## config.mk

```make
export PLATFORM = sky130hd
export DESIGN_NAME = touch_frame_parser
export DESIGN_NICKNAME = d
export VERILOG_FILES = /design/src/design/tfp_pkg.sv /design/src/design/touch_frame_parser.sv /design/src/design/tfp_front.sv /design/src/design/tfp_job_queue.sv /design/src/design/tfp_back.sv
export SDC_FILE = /design/constraint.sdc
export NUM_CORES = 1
export LEC_CHECK = 0
export ABC_AREA = 1
export BUFFER_PORTS_ARGS = -buffer_cell sky130_fd_sc_hd__buf_2
export CAP_MARGIN = 10
export CORE_MARGIN = 2
export CORE_UTILIZATION = 58
export DETAILED_ROUTE_END_ITERATION = 10
export MAX_ROUTING_LAYER = met4
export PLACE_DENSITY_LB_ADDON = 0.2
export SYNTH_ARGS = -nofsm -noshare
export SYNTH_HDL_FRONTEND = slang
export SYNTH_SLANG_ARGS = --single-unit
export TNS_END_PERCENT = 1
```

## constraint.sdc

```tcl
create_clock -name clock -period 6.95 [get_ports clock]
set_input_delay 0.3475 -clock clock [delete_from_list [all_inputs] [get_ports clock]]
set_output_delay 0.3475 -clock clock [all_outputs]
set_load 0.005 [all_outputs]
```

## src/design/tfp_pkg.sv

```systemverilog
// Shared types and constants for the touch frame parser.
// Used by tfp_front, tfp_job_queue, tfp_back, the top level and its checker.
package tfp_pkg;

   localparam logic [7:0] FRAME_LEAD       = 8'h55;  // 'U'
   localparam logic [7:0] FRAME_TYPE_TOUCH = 8'h54;  // 'T'
   localparam logic [7:0] CODE_PRESS       = 8'd1;
   localparam logic [7:0] CODE_RELEASE     = 8'd4;
   localparam logic [3:0] FRAME_LAST_COUNT = 4'd9;   // count before the tenth byte
   localparam logic [3:0] FRAME_STORE_LAST = 4'd6;   // bytes 1..6 are kept

   localparam logic signed [15:0] OFFSCREEN_POS = 16'sd4000;
   localparam logic signed [15:0] POS_MAX       = 16'sh7fff;
   localparam logic signed [15:0] POS_MIN       = 16'sh8000;

   localparam int CFG_W   = 12;
   localparam int MAG_W   = 29;                 // |size * (raw - start)| fits here
   localparam logic [4:0] DIV_LAST_STEP = 5'(MAG_W - 1);

   localparam logic [CFG_W-1:0] RST_CAL_X_START   = 12'd3670;
   localparam logic [CFG_W-1:0] RST_CAL_X_END     = 12'd400;
   localparam logic [CFG_W-1:0] RST_CAL_Y_START   = 12'd500;
   localparam logic [CFG_W-1:0] RST_CAL_Y_END     = 12'd3540;
   localparam logic [CFG_W-1:0] RST_SCREEN_WIDTH  = 12'd800;
   localparam logic [CFG_W-1:0] RST_SCREEN_HEIGHT = 12'd600;

   typedef enum logic [2:0] {
      CSR_CAL_X_START   = 3'd0,
      CSR_CAL_X_END     = 3'd1,
      CSR_CAL_Y_START   = 3'd2,
      CSR_CAL_Y_END     = 3'd3,
      CSR_SCREEN_WIDTH  = 3'd4,
      CSR_SCREEN_HEIGHT = 3'd5
   } csr_index_type;

   typedef enum logic [1:0] {
      EV_PRESS   = 2'd0,
      EV_RELEASE = 2'd1,
      EV_MOVE    = 2'd2
   } event_kind_type;

   typedef enum logic [2:0] {
      BK_IDLE,
      BK_MUL,
      BK_PREP,
      BK_DIV,
      BK_SAT,
      BK_EMIT0,
      BK_EMIT1
   } back_state_type;

   typedef struct packed {
      logic [CFG_W-1:0] cal_x_start;
      logic [CFG_W-1:0] cal_x_end;
      logic [CFG_W-1:0] cal_y_start;
      logic [CFG_W-1:0] cal_y_end;
      logic [CFG_W-1:0] screen_width;
      logic [CFG_W-1:0] screen_height;
   } cfg_type;

   typedef struct packed {
      logic        is_release;
      logic [15:0] raw_x;
      logic [15:0] raw_y;
   } job_type;

   typedef struct packed {
      event_kind_type     kind;
      logic signed [15:0] pos_x;
      logic signed [15:0] pos_y;
      logic               button_down;
      logic               last_of_run;
   } result_type;

endpackage

```

## src/design/touch_frame_parser.sv

```systemverilog
// Touch frame parser: takes one received byte per cycle whenever req_full is
// low. Bytes are dropped until a 'U' lead byte; the next nine bytes close the
// frame. A touch frame with code 1 yields one press result, code 4 a release
// and then an offscreen move to (4000,4000). For each completed frame the back end
// takes the job, then per axis multiplies, prepares, runs 29 steps of the
// one-bit-per-cycle divider and saturates, then emits each result (an axis
// with a zero calibration span skips the divider), so the divider sets the
// rate; a two-job queue lets bytes of the following frames keep arriving
// meanwhile. The user must write calibration registers through csr_* only
// while the block is idle; the block itself does not enforce this. No
// clearing pass after reset. Uses tfp_pkg, tfp_front, tfp_job_queue and
// tfp_back.
module touch_frame_parser (
   input  logic               clock,
   input  logic               reset,
   input  logic               req_push,
   output logic               req_full,
   input  logic [7:0]         req_rx_byte,
   output logic               rsp_empty,
   input  logic               rsp_pop,
   output logic [1:0]         rsp_event_kind,
   output logic signed [15:0] rsp_pos_x,
   output logic signed [15:0] rsp_pos_y,
   output logic               rsp_button_down,
   output logic               rsp_last_of_run,
   input  logic               csr_wen,
   input  logic [2:0]         csr_index,
   input  logic [11:0]        csr_wdata
);

   tfp_pkg::cfg_type    cfg_ff, cfg_in;
   tfp_pkg::job_type    front_job;
   tfp_pkg::job_type    queue_head;
   tfp_pkg::result_type head;
   logic                byte_valid;
   logic                front_push;
   logic                queue_valid;
   logic                queue_pop;

   assign byte_valid = req_push && !req_full;

   always_comb begin
      cfg_in = cfg_ff;
      if (csr_wen) begin
         case (csr_index)
            tfp_pkg::CSR_CAL_X_START:   cfg_in.cal_x_start   = csr_wdata;
            tfp_pkg::CSR_CAL_X_END:     cfg_in.cal_x_end     = csr_wdata;
            tfp_pkg::CSR_CAL_Y_START:   cfg_in.cal_y_start   = csr_wdata;
            tfp_pkg::CSR_CAL_Y_END:     cfg_in.cal_y_end     = csr_wdata;
            tfp_pkg::CSR_SCREEN_WIDTH:  cfg_in.screen_width  = csr_wdata;
            tfp_pkg::CSR_SCREEN_HEIGHT: cfg_in.screen_height = csr_wdata;
            default: begin
            end
         endcase
      end
   end

   always_ff @(posedge clock) begin
      if (reset) begin
         cfg_ff.cal_x_start   <= tfp_pkg::RST_CAL_X_START;
         cfg_ff.cal_x_end     <= tfp_pkg::RST_CAL_X_END;
         cfg_ff.cal_y_start   <= tfp_pkg::RST_CAL_Y_START;
         cfg_ff.cal_y_end     <= tfp_pkg::RST_CAL_Y_END;
         cfg_ff.screen_width  <= tfp_pkg::RST_SCREEN_WIDTH;
         cfg_ff.screen_height <= tfp_pkg::RST_SCREEN_HEIGHT;
      end else begin
         cfg_ff <= cfg_in;
      end
   end

   tfp_front u_front (
      .clock      (clock),
      .reset      (reset),
      .byte_valid (byte_valid),
      .rx_byte    (req_rx_byte),
      .job_push   (front_push),
      .job        (front_job)
   );

   tfp_job_queue u_queue (
      .clock    (clock),
      .reset    (reset),
      .push     (front_push),
      .push_job (front_job),
      .full     (req_full),
      .pop      (queue_pop),
      .valid    (queue_valid),
      .head     (queue_head)
   );

   tfp_back u_back (
      .clock     (clock),
      .reset     (reset),
      .cfg       (cfg_ff),
      .job_valid (queue_valid),
      .job       (queue_head),
      .job_pop   (queue_pop),
      .out_empty (rsp_empty),
      .out_pop   (rsp_pop),
      .out_head  (head)
   );

   assign rsp_event_kind  = head.kind;
   assign rsp_pos_x       = head.pos_x;
   assign rsp_pos_y       = head.pos_y;
   assign rsp_button_down = head.button_down;
   assign rsp_last_of_run = head.last_of_run;

endmodule

```

## src/design/tfp_front.sv

```systemverilog
// Byte-level front end: hunts for the lead byte, gathers a 10-byte frame
// and hands touch frames with a known code on as jobs. Uses tfp_pkg.
module tfp_front (
   input  logic             clock,
   input  logic             reset,
   input  logic             byte_valid,
   input  logic [7:0]       rx_byte,
   output logic             job_push,
   output tfp_pkg::job_type job
);

   logic [3:0] byte_count_ff, byte_count_in;
   logic [7:0] frame_ff [6];
   logic [2:0] wr_idx;
   logic       store;
   logic       frame_done;
   logic       known_code;

   assign wr_idx     = byte_count_ff[2:0] - 3'd1;
   assign store      = byte_valid && (byte_count_ff != 4'd0)
                       && (byte_count_ff <= tfp_pkg::FRAME_STORE_LAST);
   assign frame_done = byte_valid && (byte_count_ff == tfp_pkg::FRAME_LAST_COUNT);

   assign known_code = (frame_ff[1] == tfp_pkg::CODE_PRESS)
                       || (frame_ff[1] == tfp_pkg::CODE_RELEASE);
   assign job_push   = frame_done && (frame_ff[0] == tfp_pkg::FRAME_TYPE_TOUCH)
                       && known_code;

   assign job.is_release = (frame_ff[1] == tfp_pkg::CODE_RELEASE);
   assign job.raw_x      = {frame_ff[3], frame_ff[2]};
   assign job.raw_y      = {frame_ff[5], frame_ff[4]};

   always_comb begin
      byte_count_in = byte_count_ff;
      if (byte_valid) begin
         if (byte_count_ff == 4'd0) begin
            if (rx_byte == tfp_pkg::FRAME_LEAD) begin
               byte_count_in = 4'd1;
            end
         end else if (frame_done) begin
            byte_count_in = 4'd0;
         end else begin
            byte_count_in = byte_count_ff + 4'd1;
         end
      end
   end

   always_ff @(posedge clock) begin
      if (reset) begin
         byte_count_ff <= 4'd0;
      end else begin
         byte_count_ff <= byte_count_in;
      end
   end

   always_ff @(posedge clock) begin
      if (store) begin
         frame_ff[wr_idx] <= rx_byte;
      end
   end

endmodule

```

## src/design/tfp_job_queue.sv

```systemverilog
// Two-entry queue of decoded touch jobs between front and back end.
// Uses tfp_pkg for the job type.
module tfp_job_queue (
   input  logic             clock,
   input  logic             reset,
   input  logic             push,
   input  tfp_pkg::job_type push_job,
   output logic             full,
   input  logic             pop,
   output logic             valid,
   output tfp_pkg::job_type head
);

   tfp_pkg::job_type entry_ff [2];
   logic             wr_ptr_ff, wr_ptr_in;
   logic             rd_ptr_ff, rd_ptr_in;
   logic [1:0]       count_ff, count_in;
   logic             do_push, do_pop;

   assign full    = (count_ff == 2'd2);
   assign valid   = (count_ff != 2'd0);
   assign head    = entry_ff[rd_ptr_ff];
   assign do_push = push && !full;
   assign do_pop  = pop && valid;

   always_comb begin
      wr_ptr_in = do_push ? ~wr_ptr_ff : wr_ptr_ff;
      rd_ptr_in = do_pop ? ~rd_ptr_ff : rd_ptr_ff;
      count_in  = count_ff;
      if (do_push && !do_pop) begin
         count_in = count_ff + 2'd1;
      end else if (do_pop && !do_push) begin
         count_in = count_ff - 2'd1;
      end
   end

   always_ff @(posedge clock) begin
      if (reset) begin
         wr_ptr_ff <= 1'b0;
         rd_ptr_ff <= 1'b0;
         count_ff  <= 2'd0;
      end else begin
         wr_ptr_ff <= wr_ptr_in;
         rd_ptr_ff <= rd_ptr_in;
         count_ff  <= count_in;
      end
   end

   always_ff @(posedge clock) begin
      if (do_push) begin
         entry_ff[wr_ptr_ff] <= push_job;
      end
   end

endmodule

```

## src/design/tfp_back.sv

```systemverilog
// Back end: scales both axes of a job with one multiplier and a bit-serial
// divider, then queues the press/release/move results. Uses tfp_pkg.
module tfp_back (
   input  logic                clock,
   input  logic                reset,
   input  tfp_pkg::cfg_type    cfg,
   input  logic                job_valid,
   input  tfp_pkg::job_type    job,
   output logic                job_pop,
   output logic                out_empty,
   input  logic                out_pop,
   output tfp_pkg::result_type out_head
);

   tfp_pkg::back_state_type state_ff, state_in;
   tfp_pkg::job_type        job_ff, job_in;
   logic                    axis_ff, axis_in;       // 0 x, 1 y
   logic signed [29:0]      prod_ff, prod_in;
   logic signed [12:0]      span_ff, span_in;
   logic [tfp_pkg::MAG_W-1:0] mag_ff, mag_in;        // dividend, then quotient
   logic [11:0]             rem_ff, rem_in;
   logic [11:0]             div_ff, div_in;
   logic                    neg_ff, neg_in;
   logic [4:0]              step_ff, step_in;
   logic signed [15:0]      sx_ff, sx_in;
   logic signed [15:0]      sy_ff, sy_in;

   // result queue
   tfp_pkg::result_type     res_ff [2];
   logic                    res_wr_ff, res_rd_ff;
   logic [1:0]              res_cnt_ff, res_cnt_in;
   logic                    res_full;
   logic                    res_push;
   logic                    res_pop;
   tfp_pkg::result_type     res_new;

   // axis operands
   logic [15:0]             raw;
   logic [11:0]             start, stop, size;
   logic signed [16:0]      diff;
   logic signed [29:0]      prod;
   logic signed [12:0]      span;
   logic [29:0]             prod_neg;
   logic [12:0]             span_neg;
   logic [12:0]             rshift;
   logic [12:0]             rsub;
   logic                    ge;
   logic [tfp_pkg::MAG_W-1:0] q_neg;
   logic signed [15:0]      sat;

   assign raw   = axis_ff ? job_ff.raw_y : job_ff.raw_x;
   assign start = axis_ff ? cfg.cal_y_start : cfg.cal_x_start;
   assign stop  = axis_ff ? cfg.cal_y_end : cfg.cal_x_end;
   assign size  = axis_ff ? cfg.screen_height : cfg.screen_width;

   assign diff = {raw[15], raw} - {5'd0, start};
   assign prod = diff * $signed({1'b0, size});
   assign span = {1'b0, stop} - {1'b0, start};

   assign prod_neg = -prod_ff;
   assign span_neg = -span_ff;

   assign rshift = {rem_ff, mag_ff[tfp_pkg::MAG_W-1]};
   assign rsub   = rshift - {1'b0, div_ff};
   assign ge     = (rshift >= {1'b0, div_ff});

   assign q_neg = -mag_ff;

   always_comb begin
      if (neg_ff) begin
         sat = (mag_ff > tfp_pkg::MAG_W'(32768)) ? tfp_pkg::POS_MIN : q_neg[15:0];
      end else begin
         sat = (mag_ff > tfp_pkg::MAG_W'(32767)) ? tfp_pkg::POS_MAX : mag_ff[15:0];
      end
   end

   assign res_full  = (res_cnt_ff == 2'd2);
   assign out_empty = (res_cnt_ff == 2'd0);
   assign out_head  = res_ff[res_rd_ff];
   assign res_pop   = out_pop && !out_empty;

   always_comb begin
      state_in = state_ff;
      job_in   = job_ff;
      axis_in  = axis_ff;
      prod_in  = prod_ff;
      span_in  = span_ff;
      mag_in   = mag_ff;
      rem_in   = rem_ff;
      div_in   = div_ff;
      neg_in   = neg_ff;
      step_in  = step_ff;
      sx_in    = sx_ff;
      sy_in    = sy_ff;
      job_pop  = 1'b0;
      res_push = 1'b0;
      res_new.kind        = tfp_pkg::EV_PRESS;
      res_new.pos_x       = sx_ff;
      res_new.pos_y       = sy_ff;
      res_new.button_down = 1'b1;
      res_new.last_of_run = 1'b1;

      case (state_ff)
         tfp_pkg::BK_IDLE: begin
            if (job_valid) begin
               job_pop  = 1'b1;
               job_in   = job;
               axis_in  = 1'b0;
               state_in = tfp_pkg::BK_MUL;
            end
         end
         tfp_pkg::BK_MUL: begin
            prod_in  = prod;
            span_in  = span;
            state_in = tfp_pkg::BK_PREP;
         end
         tfp_pkg::BK_PREP: begin
            // truncation toward zero: divide magnitudes, sign applied after
            neg_in  = prod_ff[29] ^ span_ff[12];
            mag_in  = prod_ff[29] ? prod_neg[tfp_pkg::MAG_W-1:0]
                                  : prod_ff[tfp_pkg::MAG_W-1:0];
            div_in  = span_ff[12] ? span_neg[11:0] : span_ff[11:0];
            rem_in  = 12'd0;
            step_in = 5'd0;
            if (span_ff == 13'sd0) begin
               mag_in   = '0;
               state_in = tfp_pkg::BK_SAT;
            end else begin
               state_in = tfp_pkg::BK_DIV;
            end
         end
         tfp_pkg::BK_DIV: begin
            rem_in  = ge ? rsub[11:0] : rshift[11:0];
            mag_in  = {mag_ff[tfp_pkg::MAG_W-2:0], ge};
            step_in = step_ff + 5'd1;
            if (step_ff == tfp_pkg::DIV_LAST_STEP) begin
               state_in = tfp_pkg::BK_SAT;
            end
         end
         tfp_pkg::BK_SAT: begin
            if (axis_ff) begin
               sy_in    = sat;
               state_in = tfp_pkg::BK_EMIT0;
            end else begin
               sx_in    = sat;
               axis_in  = 1'b1;
               state_in = tfp_pkg::BK_MUL;
            end
         end
         tfp_pkg::BK_EMIT0: begin
            res_new.kind        = job_ff.is_release ? tfp_pkg::EV_RELEASE
                                                    : tfp_pkg::EV_PRESS;
            res_new.last_of_run = !job_ff.is_release;
            if (!res_full) begin
               res_push = 1'b1;
               state_in = job_ff.is_release ? tfp_pkg::BK_EMIT1 : tfp_pkg::BK_IDLE;
            end
         end
         tfp_pkg::BK_EMIT1: begin
            res_new.kind        = tfp_pkg::EV_MOVE;
            res_new.pos_x       = tfp_pkg::OFFSCREEN_POS;
            res_new.pos_y       = tfp_pkg::OFFSCREEN_POS;
            res_new.button_down = 1'b0;
            if (!res_full) begin
               res_push = 1'b1;
               state_in = tfp_pkg::BK_IDLE;
            end
         end
         default: begin
            state_in = tfp_pkg::BK_IDLE;
         end
      endcase
   end

   always_comb begin
      res_cnt_in = res_cnt_ff;
      if (res_push && !res_pop) begin
         res_cnt_in = res_cnt_ff + 2'd1;
      end else if (res_pop && !res_push) begin
         res_cnt_in = res_cnt_ff - 2'd1;
      end
   end

   always_ff @(posedge clock) begin
      if (reset) begin
         state_ff   <= tfp_pkg::BK_IDLE;
         res_wr_ff  <= 1'b0;
         res_rd_ff  <= 1'b0;
         res_cnt_ff <= 2'd0;
      end else begin
         state_ff   <= state_in;
         res_wr_ff  <= res_push ? ~res_wr_ff : res_wr_ff;
         res_rd_ff  <= res_pop ? ~res_rd_ff : res_rd_ff;
         res_cnt_ff <= res_cnt_in;
      end
   end

   always_ff @(posedge clock) begin
      job_ff  <= job_in;
      axis_ff <= axis_in;
      prod_ff <= prod_in;
      span_ff <= span_in;
      mag_ff  <= mag_in;
      rem_ff  <= rem_in;
      div_ff  <= div_in;
      neg_ff  <= neg_in;
      step_ff <= step_in;
      sx_ff   <= sx_in;
      sy_ff   <= sy_in;
      if (res_push) begin
         res_ff[res_wr_ff] <= res_new;
      end
   end

endmodule

```

==> reports/metrics.cfg <==
[outcome]
status = complete, no violations

[cts]
cts_sinks = 442
hold_buffers = 0
insertion_delay_ns = 0.59
numCtsBuffers = 46
clockBufferDepth = 3
cts.clk_slew.worst_paths_ns = 0.06
htree_levels = 2
cts_tree = done
cts_root_buf = clkbuf_16

[synthesis]
avgSynthCellArea_um2 = 9.17
netlist_area_um2 = 28200
synth_edf_count = 354
synth_top_cell_by_area = edfxtp_1
async_reset_ff_share_pct = 0
netlist_top_cells_area = edfxtp_1 38%, fa_1 13%, nand2_1 9.0%
synth_fp_nets = 3404
yosys_register_bits = 442
netlist_instances = 3070
synth_cell_types = 48
yosysSeqAreaShare_pct = 44.0
synth_top_flop_cell = edfxtp_1
synth_top_cell_area_share_pct = 37.7
yosys_warnings = 0

[sta]
fin_crit_ns = 6.89
fmax_ghz = 0.145
final_max_slew_viol_count = 0
final.setup_skew_ns = 0.0467
rsz0062_at_grt = yes
tightest_slew_ns = 1.15
hold_violations = 0
post-route-period-util_pct = 99.1
relSlewSlack_pct = 23.2
finalSetupViolCount = 0

[finish]
areaGrowthSynthToFinish_pct = 14.1
final.fill_count = 3792
layout.cells.non_filler = 3928
drive_gt1_share_pct = 14.0
final_nets = 3608

[place]
globalplace.congestion = 0.972
place_inst = 3834
hpwlAfterDp_mm = 50.6
io_buffers = 65

[drt]
postRouteAntennaNets = 0
routedWlPerCell_um = 16.8
vias = 21100
wl_mm = 66.0
vias_per_cell = 5.37
firstDrtPassIters = 6
drt_first_iter_violations = 1425
drc_errors = 0

[grt]
grt_use_total_pct = 27.7
grt_pass1_vias = 21300
grt_pass1_wl_mm = 108
antenna_found_initial = 0
grt_max_degree = 80
overflow = 0

[die]
rows = 80
io_pins = 66
core_area_um2 = 47800
die_y_um = 224
die_area_um2 = 50300
chipWidth_um = 224
start_util_pct = 58.9

[critical_path]
setup.worst_path.class = reg -> reg
crit_arrival_ns = 7.20
r2r_slack_ns = 0.06
critPathCaptureType = flip-flop
critPathRequiredTime_ns = 7.26
worst-path-max-fanout = 12
crit_path_start_kind = flip-flop

[hold_path]
hp-class = in -> reg

[run]
drv_cap = 0

==> area by class of cell <==
cell class	count	area [um^2]	share of cell area, %
sequential	442	12400	38.6
clock buffer	68	1270	3.97
timing repair buffer	235	1630	5.08
inverter	497	1870	5.83
antenna	1	2.50	0.00779
tap	615	769	2.39
multi-input combinational	2052	14000	43.6
clock inverter	18	189	0.588
==> state kept, by name (all words and copies together) (netlist names), 29 cells and up, named ones only <==
name              flops
cfg_ff               72
u_back.job_ff        33
u_back.mag_ff        29
u_back.prod_ff       30
u_back.res_ff        72
u_front.frame_ff     48
u_queue.entry_ff     66
==> per-layer routing <==
layer	part of all wire, %	GRT usage (%)
met3	5.5	3.47
met2	50	47.8
met4	2.3	7.01
met1	42	35.0
met5	0	-
==> timing repair <==
action                     in CTS  in global routing
gates resized for setup        13                 73
setup buffers                   2                  4
pin swaps                       0                 13
setup endpoints to repair      11                 20
==> worst paths after layout <==
check,from,endpoint,cells after the start
max,u_back.axis_ff,u_back.prod_ff[25],26
max reg2reg,u_back.axis_ff,u_back.prod_ff[25],26
min,req_rx_byte[4],u_front.frame_ff[0][4],1
min reg2reg,u_front.frame_ff[3][5],u_queue.entry_ff[1][29],0
==> through the flow <==
step           TNS (ns)  setup WS, ns  hold WS (ns)  utilization [%]  area (um^2)
5_1_grt           -2.93        -0.278        0.0347             67.2        32100
3_3_place_gp     -0.107        -0.107         0.423             63.1        30200
2_1_floorplan         0        0.0400         0.421                -        28200
3_5_place_dp     -0.459        -0.145         0.430             63.1        30200
4_1_cts         -0.0747       -0.0378        0.0174             66.3        31700
6_report              0        0.0633        0.0421             67.2        32100
==> Yosys cell counts, types with 5 or more instances <==
cell / instances
fa_1: 187
o21ai_2: 7
buf_2: 17
xnor2_1: 31
o21ai_0: 125
nand3b_1: 11
dfxtp_1: 88
inv_1: 488
ha_1: 119
o21bai_1: 8
o21ai_1: 7
nand4_1: 42
nand3_1: 148
mux2i_1: 11
nor3_1: 24
o22ai_1: 16
nor2_1: 379
inv_2: 6
o211ai_1: 6
xor2_1: 57
mux2_2: 36
edfxtp_1: 354
or2_2: 25
nand2_1: 674
clkbuf_1: 57
a21oi_1: 100
nor4_1: 7
a21oi_2: 5
==> kinds of logic (layout without fill, tap and decap cells) <==
| logic type | Yosys count | count (layout) | synth area share, % |
|---|---|---|---|
| simple gates | 1324 | 1324 | 19.4 |
| compound gates | 283 | 283 | 5.46 |
| buf+inv | 576 | 818 | 7.80 |
| mux | 47 | 47 | 1.83 |
| fa+ha+maj | 306 | 306 | 18.6 |
| flops | 442 | 442 | 44.0 |
| other cells | 0 | 1 | 0 |
| xor+xnor | 92 | 92 | 2.97 |
==> worst max-delay path: stages (launching register included) <==
cell and delay [ns]:
edfxtp_1 0.42, buf_6 0.22, mux2i_2 0.36, ha_1 0.33, a21oi_1 0.18, o21ai_0 0.12, a21oi_2 0.20, nand3_2 0.16
nand2_4 0.15, nand2_1 0.11, fa_1 0.56, fa_2 0.61, clkinvlp_4 0.12, buf_4 0.16, fa_1 0.52, fa_1 0.52
inv_1 0.06, fa_1 0.53, inv_1 0.04, ha_1 0.34, nand2_1 0.13, nor2_2 0.18, buf_4 0.13, and2_1 0.15
nand4_1 0.13, nand4_1 0.11, nand2_1 0.07
==> cell usage in the layout, fill, tap and decap left out, drive strengths merged <==
| cell | count |
|---|---|
| a21o | 2 |
| nand2 | 678 |
| bufinv | 2 |
| nand4 | 42 |
| or2 | 29 |
| buf | 235 |
| mux2 | 36 |
| nor4 | 7 |
| inv | 495 |
| a31oi | 1 |
| edfxtp | 354 |
| nand3b | 12 |
| o31ai | 1 |
| clkinvlp | 3 |
| xnor2 | 32 |
| o211ai | 6 |
| fa | 187 |
| a21oi | 105 |
| and3 | 1 |
| and2 | 1 |
| a211oi | 1 |
| clkbuf | 68 |
| diode | 1 |
| o21ai | 139 |
| nor3 | 24 |
| dfxtp | 88 |
| clkinv | 15 |
| a22oi | 1 |
| o21bai | 8 |
| o22ai | 16 |
| ha | 119 |
| nand2b | 1 |
| o21a | 3 |
| mux2i | 11 |
| xor2 | 60 |
| nand3 | 149 |
| nor2 | 380 |
Power is not shown: default switching activity piles up to over one toggle a cycle in this logic, so the estimate is an artifact.
